## config.mk

```make
export PLATFORM = sky130hd
export DESIGN_NAME = tick_jitter_monitor_top
export DESIGN_NICKNAME = d
export VERILOG_FILES = /design/src/rtl/tjm_pkg.sv /design/src/rtl/tick_jitter_monitor_top.sv
export SDC_FILE = /design/constraint.sdc
export NUM_CORES = 2
export LEC_CHECK = 0
export ABC_AREA = 1
export BUFFER_PORTS_ARGS = -buffer_cell sky130_fd_sc_hd__buf_2
export CAP_MARGIN = 0
export CORE_MARGIN = 4
export CORE_UTILIZATION = 40
export CTS_BUF_LIST = sky130_fd_sc_hd__clkbuf_16
export DETAILED_ROUTE_END_ITERATION = 8
export SYNTH_ARGS = -nofsm -noshare
export SYNTH_HDL_FRONTEND = slang
export SYNTH_SLANG_ARGS = --single-unit
```

## constraint.sdc

```tcl
create_clock -name clk_i -period 27.5 [get_ports clk_i]
set_input_delay 4.125 -clock clk_i [delete_from_list [all_inputs] [get_ports clk_i]]
set_output_delay 4.125 -clock clk_i [all_outputs]
set_load 0.02 [all_outputs]
```

## src/rtl/tjm_pkg.sv

```systemverilog
// Package for the tick jitter monitor: field widths, reset values,
// register indexes and stream packing constants.
// No dependencies.
package tjm_pkg;

  localparam int unsigned TIME_W   = 48;
  localparam int unsigned FRAC_W   = 8;
  localparam int unsigned EXEC_W   = 24;
  localparam int unsigned RATE_W   = 10;
  localparam int unsigned THR_W    = 24;
  localparam int unsigned CNT_W    = 32;
  localparam int unsigned MISS_W   = 16;
  localparam int unsigned MTOT_W   = 32;
  localparam int unsigned AVGJ_W   = TIME_W + FRAC_W;
  localparam int unsigned AVGD_W   = EXEC_W + FRAC_W;

  // expected interval: (RATE_NUM div rate) * US_PER_MS, at most 1000000
  localparam int unsigned RATE_NUM  = 1000;
  localparam int unsigned US_PER_MS = 1000;
  localparam int unsigned EXP_W     = 20;

  // moving average: (9*old + sample) div AVG_DEN
  localparam int unsigned AVG_DEN   = 10;
  localparam int unsigned REM_W     = 4;
  localparam int unsigned DIV_W     = AVGJ_W + REM_W;
  localparam int unsigned STEP_W    = $clog2(DIV_W);

  localparam logic [RATE_W-1:0] RATE_RESET = RATE_W'(60);
  localparam logic [THR_W-1:0]  THR_RESET  = THR_W'(1000);

  localparam int unsigned CFG_IDX_W = 1;
  localparam int unsigned CFG_W     = THR_W;
  localparam logic [CFG_IDX_W-1:0] REG_TICK_RATE = 1'b0;
  localparam logic [CFG_IDX_W-1:0] REG_JIT_THR   = 1'b1;

  localparam int unsigned IN_FIELDS_W  = TIME_W + EXEC_W;
  localparam int unsigned IN_TDATA_W   = ((IN_FIELDS_W + 7) / 8) * 8;
  localparam int unsigned OUT_FIELDS_W = CNT_W + TIME_W + 1 + MISS_W + MTOT_W
                                         + AVGJ_W + AVGD_W + EXEC_W;
  localparam int unsigned OUT_TDATA_W  = ((OUT_FIELDS_W + 7) / 8) * 8;

endpackage

```

## src/rtl/tick_jitter_monitor_top.sv

```systemverilog
// Tick jitter monitor top level: sequencer with bit-serial dividers.
// Depends on tjm_pkg.
//
// Each accepted tick runs through a ten-step restoring division that finds
// the expected interval from the tick rate, three short wide-add steps, and
// sixty steps of three bit-serial dividers that run side by side (missed
// ticks, and the division by ten of both moving averages). A new tick is
// taken only after the last one's result has moved to the output register.
// A finished result waits in the output register while the next tick is
// already being worked on. A tick rate of zero counts as one; statistics
// survive register writes.
module tick_jitter_monitor_top (
  input  logic                                 clk_i,
  input  logic                                 rst_ni,
  input  logic                                 cfg_we_i,
  input  logic [tjm_pkg::CFG_IDX_W-1:0]        cfg_addr_i,
  input  logic [tjm_pkg::CFG_W-1:0]            cfg_wdata_i,
  input  logic                                 s_axis_tvalid,
  output logic                                 s_axis_tready,
  // tick_time_us, exec_time_us
  input  logic [tjm_pkg::IN_TDATA_W-1:0]       s_axis_tdata,
  output logic                                 m_axis_tvalid,
  input  logic                                 m_axis_tready,
  // tick_number, jitter_us, jitter_exceeded, missed_now, missed_sum,
  // jitter_average, duration_average, duration_peak, zero fill
  output logic [tjm_pkg::OUT_TDATA_W-1:0]      m_axis_tdata,
  // jitter_valid
  output logic                                 m_axis_tuser
);

  localparam int unsigned TW  = tjm_pkg::TIME_W;
  localparam int unsigned EW  = tjm_pkg::EXP_W;
  localparam int unsigned DW  = tjm_pkg::DIV_W;
  localparam int unsigned RW  = tjm_pkg::REM_W;
  localparam int unsigned RTW = tjm_pkg::RATE_W;
  localparam int unsigned SW  = tjm_pkg::STEP_W;
  localparam int unsigned PAD_W = tjm_pkg::OUT_TDATA_W - tjm_pkg::OUT_FIELDS_W;

  typedef enum logic [2:0] {
    S_IDLE, S_RATE, S_EXP, S_JIT, S_MIX, S_DIV, S_FIN
  } state_e;

  state_e                       state_q;
  logic [SW-1:0]                step_q;

  logic [RTW-1:0]               rate_q;
  logic [tjm_pkg::THR_W-1:0]    thr_q;

  logic [TW-1:0]                now_q;
  logic [tjm_pkg::EXEC_W-1:0]   exec_q;

  logic [TW-1:0]                prev_q;
  logic [tjm_pkg::CNT_W-1:0]    tick_q;
  logic [tjm_pkg::MTOT_W-1:0]   mtot_q;
  logic [tjm_pkg::AVGJ_W-1:0]   avgj_q;
  logic [tjm_pkg::AVGD_W-1:0]   avgd_q;
  logic [tjm_pkg::EXEC_W-1:0]   peak_q;

  logic [RTW-1:0]               rq_q, rr_q, rdiv_q;
  logic [EW-1:0]                exp_q;
  logic                         meas_q, fwd_q, men_q, exc_q;
  logic [TW-1:0]                fdiff_q, bdiff_q, jit_q;
  logic [DW-1:0]                mq_q, jq_q, dq_q;
  logic [EW-1:0]                mr_q;
  logic [RW-1:0]                jr_q, dr_q;

  logic                         ov_q;
  logic [tjm_pkg::CNT_W-1:0]    o_tick_q;
  logic [TW-1:0]                o_jit_q;
  logic                         o_meas_q, o_exc_q;
  logic [tjm_pkg::MISS_W-1:0]   o_miss_q;
  logic [tjm_pkg::MTOT_W-1:0]   o_mtot_q;
  logic [tjm_pkg::AVGJ_W-1:0]   o_avgj_q;
  logic [tjm_pkg::AVGD_W-1:0]   o_avgd_q;
  logic [tjm_pkg::EXEC_W-1:0]   o_peak_q;

  // rate divider step
  logic [RTW:0]   r_t;
  logic           r_ge;
  logic [RTW-1:0] rr_d;
  logic [EW-1:0]  exp_d;

  // interval
  logic [TW:0]    fdiff_d;
  logic [TW-1:0]  bdiff_d;

  // jitter
  logic [TW-1:0]  e_ext;
  logic [TW:0]    over_d, bsum_d;
  logic [TW-1:0]  jit_d;
  logic           men_d;

  // moving average numerators
  logic [DW-1:0]  nj_d, nd_d;
  logic           exc_d;

  // divider steps
  logic [EW:0]    m_t;
  logic           m_ge;
  logic [EW-1:0]  mr_d;
  logic [RW:0]    j_t, d_t;
  logic           j_ge, d_ge;
  logic [RW-1:0]  jr_d, dr_d;

  // final results
  logic [DW-1:0]               mq_m1;
  logic [tjm_pkg::MISS_W-1:0]  miss_d;
  logic [tjm_pkg::MTOT_W:0]    msum;
  logic [tjm_pkg::MTOT_W-1:0]  mtot_d;
  logic [tjm_pkg::AVGJ_W-1:0]  avgj_d;
  logic [tjm_pkg::EXEC_W-1:0]  peak_d;
  logic                        out_free;

  assign r_t   = {rr_q, rq_q[RTW-1]};
  assign r_ge  = r_t >= {1'b0, rdiv_q};
  assign rr_d  = r_ge ? RTW'(r_t - {1'b0, rdiv_q}) : r_t[RTW-1:0];
  assign exp_d = EW'(rq_q * tjm_pkg::US_PER_MS);

  assign fdiff_d = {1'b0, now_q} - {1'b0, prev_q};
  assign bdiff_d = prev_q - now_q;

  assign e_ext  = TW'(exp_q);
  assign over_d = {1'b0, fdiff_q} - {1'b0, e_ext};
  assign bsum_d = {1'b0, bdiff_q} + {1'b0, e_ext};

  always_comb begin
    if (!meas_q) begin
      jit_d = '0;
    end else if (fwd_q) begin
      jit_d = over_d[TW] ? (e_ext - fdiff_q) : over_d[TW-1:0];
    end else begin
      jit_d = bsum_d[TW] ? '1 : bsum_d[TW-1:0];
    end
  end

  assign men_d = meas_q && fwd_q && (exp_q != '0) && ({1'b0, fdiff_q} > {e_ext, 1'b0});

  assign nj_d = (DW'(avgj_q) << 3) + DW'(avgj_q) + DW'({jit_q, {tjm_pkg::FRAC_W{1'b0}}});
  assign nd_d = (DW'(avgd_q) << 3) + DW'(avgd_q) + DW'({exec_q, {tjm_pkg::FRAC_W{1'b0}}});
  assign exc_d = meas_q && (jit_q > TW'(thr_q));

  assign m_t  = {mr_q, mq_q[DW-1]};
  assign m_ge = m_t >= {1'b0, exp_q};
  assign mr_d = m_ge ? EW'(m_t - {1'b0, exp_q}) : m_t[EW-1:0];

  assign j_t  = {jr_q, jq_q[DW-1]};
  assign j_ge = j_t >= (RW + 1)'(tjm_pkg::AVG_DEN);
  assign jr_d = j_ge ? RW'(j_t - (RW + 1)'(tjm_pkg::AVG_DEN)) : j_t[RW-1:0];

  assign d_t  = {dr_q, dq_q[DW-1]};
  assign d_ge = d_t >= (RW + 1)'(tjm_pkg::AVG_DEN);
  assign dr_d = d_ge ? RW'(d_t - (RW + 1)'(tjm_pkg::AVG_DEN)) : d_t[RW-1:0];

  assign mq_m1 = mq_q - DW'(1);

  always_comb begin
    if (!men_q) begin
      miss_d = '0;
    end else if (|mq_m1[DW-1:tjm_pkg::MISS_W]) begin
      miss_d = '1;
    end else begin
      miss_d = mq_m1[tjm_pkg::MISS_W-1:0];
    end
  end

  assign msum   = {1'b0, mtot_q} + (tjm_pkg::MTOT_W + 1)'(miss_d);
  assign mtot_d = msum[tjm_pkg::MTOT_W] ? '1 : msum[tjm_pkg::MTOT_W-1:0];
  assign avgj_d = meas_q ? jq_q[tjm_pkg::AVGJ_W-1:0] : avgj_q;
  assign peak_d = (exec_q > peak_q) ? exec_q : peak_q;
  assign out_free = !ov_q || m_axis_tready;

  assign s_axis_tready = (state_q == S_IDLE);
  assign m_axis_tvalid = ov_q;
  assign m_axis_tuser  = o_meas_q;
  assign m_axis_tdata  = {{PAD_W{1'b0}}, o_peak_q, o_avgd_q, o_avgj_q, o_mtot_q,
                          o_miss_q, o_exc_q, o_jit_q, o_tick_q};

  always_ff @(posedge clk_i or negedge rst_ni) begin
    if (!rst_ni) begin
      rate_q <= tjm_pkg::RATE_RESET;
      thr_q  <= tjm_pkg::THR_RESET;
    end else if (cfg_we_i) begin
      unique case (cfg_addr_i)
        tjm_pkg::REG_TICK_RATE: rate_q <= cfg_wdata_i[RTW-1:0];
        tjm_pkg::REG_JIT_THR:   thr_q  <= cfg_wdata_i;
        default: ;
      endcase
    end
  end

  always_ff @(posedge clk_i or negedge rst_ni) begin
    if (!rst_ni) begin
      state_q <= S_IDLE;
      step_q  <= '0;
      prev_q  <= '0;
      tick_q  <= '0;
      mtot_q  <= '0;
      avgj_q  <= '0;
      avgd_q  <= '0;
      peak_q  <= '0;
      ov_q    <= 1'b0;
    end else begin
      ov_q <= ((state_q == S_FIN) && out_free) || (ov_q && !m_axis_tready);
      unique case (state_q)
        S_IDLE: begin
          if (s_axis_tvalid) begin
            now_q   <= s_axis_tdata[TW-1:0];
            exec_q  <= s_axis_tdata[tjm_pkg::IN_FIELDS_W-1:TW];
            rq_q    <= RTW'(tjm_pkg::RATE_NUM);
            rr_q    <= '0;
            rdiv_q  <= (rate_q == '0) ? RTW'(1) : rate_q;
            step_q  <= '0;
            state_q <= S_RATE;
          end
        end
        S_RATE: begin
          rr_q <= rr_d;
          rq_q <= {rq_q[RTW-2:0], r_ge};
          if (step_q == SW'(RTW - 1)) begin
            step_q  <= '0;
            state_q <= S_EXP;
          end else begin
            step_q <= step_q + SW'(1);
          end
        end
        S_EXP: begin
          exp_q   <= exp_d;
          meas_q  <= (prev_q != '0);
          fwd_q   <= !fdiff_d[TW];
          fdiff_q <= fdiff_d[TW-1:0];
          bdiff_q <= bdiff_d;
          state_q <= S_JIT;
        end
        S_JIT: begin
          jit_q   <= jit_d;
          men_q   <= men_d;
          state_q <= S_MIX;
        end
        S_MIX: begin
          exc_q   <= exc_d;
          mq_q    <= DW'(fdiff_q);
          mr_q    <= '0;
          jq_q    <= nj_d;
          jr_q    <= '0;
          dq_q    <= nd_d;
          dr_q    <= '0;
          step_q  <= '0;
          state_q <= S_DIV;
        end
        S_DIV: begin
          mr_q <= mr_d;
          mq_q <= {mq_q[DW-2:0], m_ge};
          jr_q <= jr_d;
          jq_q <= {jq_q[DW-2:0], j_ge};
          dr_q <= dr_d;
          dq_q <= {dq_q[DW-2:0], d_ge};
          if (step_q == SW'(DW - 1)) begin
            step_q  <= '0;
            state_q <= S_FIN;
          end else begin
            step_q <= step_q + SW'(1);
          end
        end
        S_FIN: begin
          if (out_free) begin
            prev_q   <= now_q;
            tick_q   <= tick_q + 1'b1;
            mtot_q   <= mtot_d;
            avgj_q   <= avgj_d;
            avgd_q   <= dq_q[tjm_pkg::AVGD_W-1:0];
            peak_q   <= peak_d;
            o_tick_q <= tick_q + 1'b1;
            o_jit_q  <= jit_q;
            o_meas_q <= meas_q;
            o_exc_q  <= exc_q;
            o_miss_q <= miss_d;
            o_mtot_q <= mtot_d;
            o_avgj_q <= avgj_d;
            o_avgd_q <= dq_q[tjm_pkg::AVGD_W-1:0];
            o_peak_q <= peak_d;
            state_q  <= S_IDLE;
          end
        end
        default: state_q <= S_IDLE;
      endcase
    end
  end

`ifndef SYNTHESIS
  a_busy_after_accept: assert property (@(posedge clk_i) disable iff (!rst_ni)
    s_axis_tvalid && s_axis_tready |=> !s_axis_tready)
    else $error("input taken while a tick is in work");

  a_step_range: assert property (@(posedge clk_i) disable iff (!rst_ni)
    (state_q == S_DIV) |-> (step_q <= SW'(DW - 1)))
    else $error("divider step counter out of range");

  a_flags_need_measure: assert property (@(posedge clk_i) disable iff (!rst_ni)
    ov_q && (o_exc_q || (o_miss_q != '0)) |-> o_meas_q)
    else $error("jitter flag or missed count without a measured interval");

  a_peak_grows: assert property (@(posedge clk_i) disable iff (!rst_ni)
    (state_q == S_FIN) && out_free |=> (o_peak_q >= exec_q))
    else $error("duration peak below current execution time");
`endif

endmodule
```

==> impl_metrics.env <==
export IMPL_worst_slew_pin_slew_ps=1210
export IMPL_r2r_start="mq_q[0]$_DFFE_PP_"
export IMPL_yosys_warnings=0
export IMPL_placement_io_buffers=345
export IMPL_p_int_mw=4.75
export IMPL_cts_clk_slew_worst_paths_ps=60
export IMPL_cts_setup_buffers=0
export IMPL_route_vias_total=52400
export IMPL_min_to="o_exc_q$_DFFE_PP_"
export IMPL_holdPathStages=0
export IMPL_period_needed_ps=6680
export IMPL_total_clock_sinks=984
export IMPL_clockRootBuffer="clkbuf_16"
export IMPL_grt_util_all_layers=0.245
export IMPL_setup_viol=0
export IMPL_finalWeightedCongestion=1.02
export IMPL_fmax_mhz=150
export IMPL_final_setup_tns_ps=0
export IMPL_p_seq_frac=0.284
export IMPL_drv_max_cap_violation_count=0
export IMPL_detailedPlacementHpwl_um=164000
export IMPL_hold_violations=0
export IMPL_timing_critical_path_required_ps=28080
export IMPL_cts_tree="done"
export IMPL_drt_antenna_violating_nets=0
export IMPL_floorplan_die_height_um=406
export IMPL_post_synth_instance_area_um2=63300
export IMPL_gr_usage_met1=0.339
export IMPL_post_synthesis_async_set_or_reset_flop_share=0.272
export IMPL_power_static_leakage_nw=30.6
export IMPL_design_final_nets=8450
export IMPL_floorplan_rows=145
export IMPL_pwr_share_clk=0.159
export IMPL_synth_seq_area_share=0.446
export IMPL_global_route_peak_usage_layer="met2"
export IMPL_count_of_pins_on_the_block_boundary=353
export IMPL_timing_max_transition_violations_final=0
export IMPL_post_layout_util=0.451
export IMPL_rsz_0062_raised_after_global_routing="no"
export IMPL_first_pass_grt_wire_length_um=308000
export IMPL_synth_top_area_share=0.340
export IMPL_ys_dominant_reg_cell="edfxtp_1"
export IMPL_synth_enable_flop_cells=716
export IMPL_postLayoutCellArea_um2=70700
export IMPL_initial_utilization=0.404
export IMPL_hold_fix_buffer_count_after_cts=0
export IMPL_worst_hold_path_type="flop to flop"
export IMPL_reg2reg_to="o_mtot_q[0]$_DFFE_PP_"
export IMPL_die_width_um=406
export IMPL_final_cell_count_no_fill=9999
export IMPL_timing_final_crit_share=0.243
export IMPL_placedCellCount=9791
export IMPL_groute_layer_met3_usage=0.0307
export IMPL_worst_clock_skew_ps=48.9
export IMPL_crit_type="input pin to flop"
export IMPL_grt_max_degree=153
export IMPL_wire_per_inst_um=20.5
export IMPL_total_switching_power_mw=4.46
export IMPL_cts_buffers_inserted=108
export IMPL_post_cts_resized=0
export IMPL_post_synth_num_cell_types=62
export IMPL_design_die_area_um2=165000
export IMPL_final_worst_hold_slack_ps=418
export IMPL_worst_setup_path_end_kind="flop"
export IMPL_outcome="complete, no violations"
export IMPL_synthesis_to_finish_area_growth_pct=11.7
export IMPL_comb_power_share=0.558
export IMPL_pwr_dens_nw_per_um2=130
export IMPL_grt_overflow=0
export IMPL_floorplan_core_area_um2=157000
export IMPL_worst_ir_drop_vdd_mv=0.0889
export IMPL_synth_top_area_cell="edfxtp_1"
export IMPL_detailedRoute_firstIterationViolations=3913
export IMPL_drc=0
export IMPL_worst_hold_startpoint="exc_q$_DFFE_PP_"
export IMPL_globalRouteMet2Util=0.400
export IMPL_worstPathArrival_ps=7260
export IMPL_first_global_vias=51100
export IMPL_r2r_slack_ps=21400
export IMPL_routed_via_density=5.24
export IMPL_cp_start_kind="input pin"
export IMPL_critical_path_max_fanout=86
export IMPL_r2r_worst_path_cells=29
export IMPL_yosys_top_cells_area="edfxtp_1, nand2_1, dfrtp_1"
export IMPL_synth_seq_cells=984
export IMPL_placed_cell_areas_um2=67100
export IMPL_final_layout_size_suffix_gt1_frac=0.0844
export IMPL_clock_insertion_delay_worst_skew_ps=750
export IMPL_cts_htree_levels=3
export IMPL_max_slew_margin=0.192
export IMPL_detail_route_first_pass_iterations=6
export IMPL_routed_wl_um=205000
export IMPL_syn_inst=7558
export IMPL_syn_avg_cell_area_um2=8.38
export IMPL_grt_antenna_before_repair=6
export IMPL_clock_tree_buffer_depth=3
export IMPL_p_sw_frac=0.484
[flip-flops by register name, indices dropped and copies added, names as in the netlist, 32 cells and up]
| register | cells |
|---|---|
| prev_q | 48 |
| avgd_q | 32 |
| now_q | 48 |
| o_jit_q | 48 |
| bdiff_q | 47 |
| o_avgd_q | 32 |
| o_tick_q | 32 |
| avgj_q | 56 |
| fdiff_q | 48 |
| jit_q | 48 |
| dq_q | 60 |
| jq_q | 60 |
| mq_q | 60 |
| o_mtot_q | 32 |
| tick_q | 32 |
| mtot_q | 32 |
| o_avgj_q | 56 |
[metrics by stage]
stage          power [mW]  setup slack (ps)
5_1_grt              9.97             20540
4_1_cts              9.21             20850
2_1_floorplan        6.12              8260
6_report             9.20             20820
3_3_place_gp         7.65             20080
3_5_place_dp         7.70             20040
[routing by layer]
| layer | share of wire | vias up | routed length, µm |
|---|---|---|---|
| li1 | - | 25700 | - |
| met1 | 0.45 | 24900 | 92400 |
| met2 | 0.46 | 1428 | 94500 |
| met3 | 0.053 | 318 | 10900 |
| met4 | 0.035 | 8 | 7210 |
| met5 | 0.00027 | - | 56 |
[power by group through the flow]
stage / combinational [mW] / sequential (mW) / clock (mW)
floorplan: 3.56 / 2.56 / 0
global placement: 5.02 / 2.63 / 0
detailed placement: 5.07 / 2.63 / 0
CTS: 5.10 / 2.61 / 1.50
global route: 5.76 / 2.65 / 1.56
finish: 5.13 / 2.61 / 1.46
[final cells by class]
type                    count  area [µm²]
fillers                 15500       86000
clock inverters            96         876
multi-input cells        5405       30600
clock buffers             110        2750
diodes                      2        5.00
well taps                2058        2570
inverters                 968        3640
repair buffers            376        2010
flip-flops and latches    984       28200
[cell usage in the layout (no fill, tap or decap), drive strengths merged, types with 12 or more instances in the layout]
master,n
o21a,27
edfxtp,716
dfrtp,258
o211ai,29
nor3,85
xor2,202
nor2,786
nor4,43
buf,376
o21ai,691
a21boi,17
fa,111
a31oi,62
nand3,313
a21o,43
nand2,1804
a21oi,488
or2,33
clkinvlp,14
nand3b,23
inv,994
a211oi,12
o21bai,32
ha,394
xnor2,74
clkbuf,110
clkinv,47
nand4,96
[logic make-up after synthesis]
| logic type | after synthesis | synth area share |
|---|---|---|
| adders and majority gates | 505 | 0.113 |
| AOI/OAI and AO/OA | 1427 | 0.122 |
| other | 1 | 0.0000592 |
| and+or+nand+nor | 3190 | 0.209 |
| buffers and inverters | 1175 | 0.0714 |
| DFF | 984 | 0.446 |
| xor gates and xnor gates | 276 | 0.0382 |
[critical path, cell delays in order]
cell and delay, ps:
buf_2 80, nor2_1 80, nor2_4 160, buf_4 510, buf_4 740, buf_4 500
buf_4 660, o21ai_0 170
[Yosys cell counts, types with 10 or more instances]
cell,number
a31oi_1,62
nand3_2,12
a21oi_1,487
buf_4,10
buf_1,13
a21o_1,43
inv_1,947
buf_2,17
or2_2,32
dfrtp_1,258
o211ai_1,29
fa_1,111
nand4_1,96
nand2_1,1793
xor2_1,202
nand3b_1,23
clkbuf_1,156
edfxtp_1,716
nand3_1,301
o21a_1,27
a211oi_1,12
ha_1,394
nor2_2,12
inv_2,20
o21ai_0,646
o21bai_1,32
nor3_1,82
xnor2_1,74
nor4_1,42
a21boi_0,12
o21ai_1,44
dfstp_2,10
nor2_1,764
[worst max-delay path by stage]
| stage | start | to | slack (ps) |
|---|---|---|---|
| 4_1_cts | m_axis_tready | peak_q[11]$_DFFE_PN0P_ | 20850 |
| 3_5_place_dp | m_axis_tready | prev_q[43]$_DFFE_PN0P_ | 20040 |
| 2_1_floorplan | rst_ni | dq_q[0]$_DFFE_PP_ | 8260 |
| 3_3_place_gp | m_axis_tready | peak_q[12]$_DFFE_PN0P_ | 20080 |
| 5_1_grt | m_axis_tready | peak_q[9]$_DFFE_PN0P_ | 20540 |
| 6_report | m_axis_tready | peak_q[11]$_DFFE_PN0P_ | 20820 |
(Power assumes the default switching activity.)
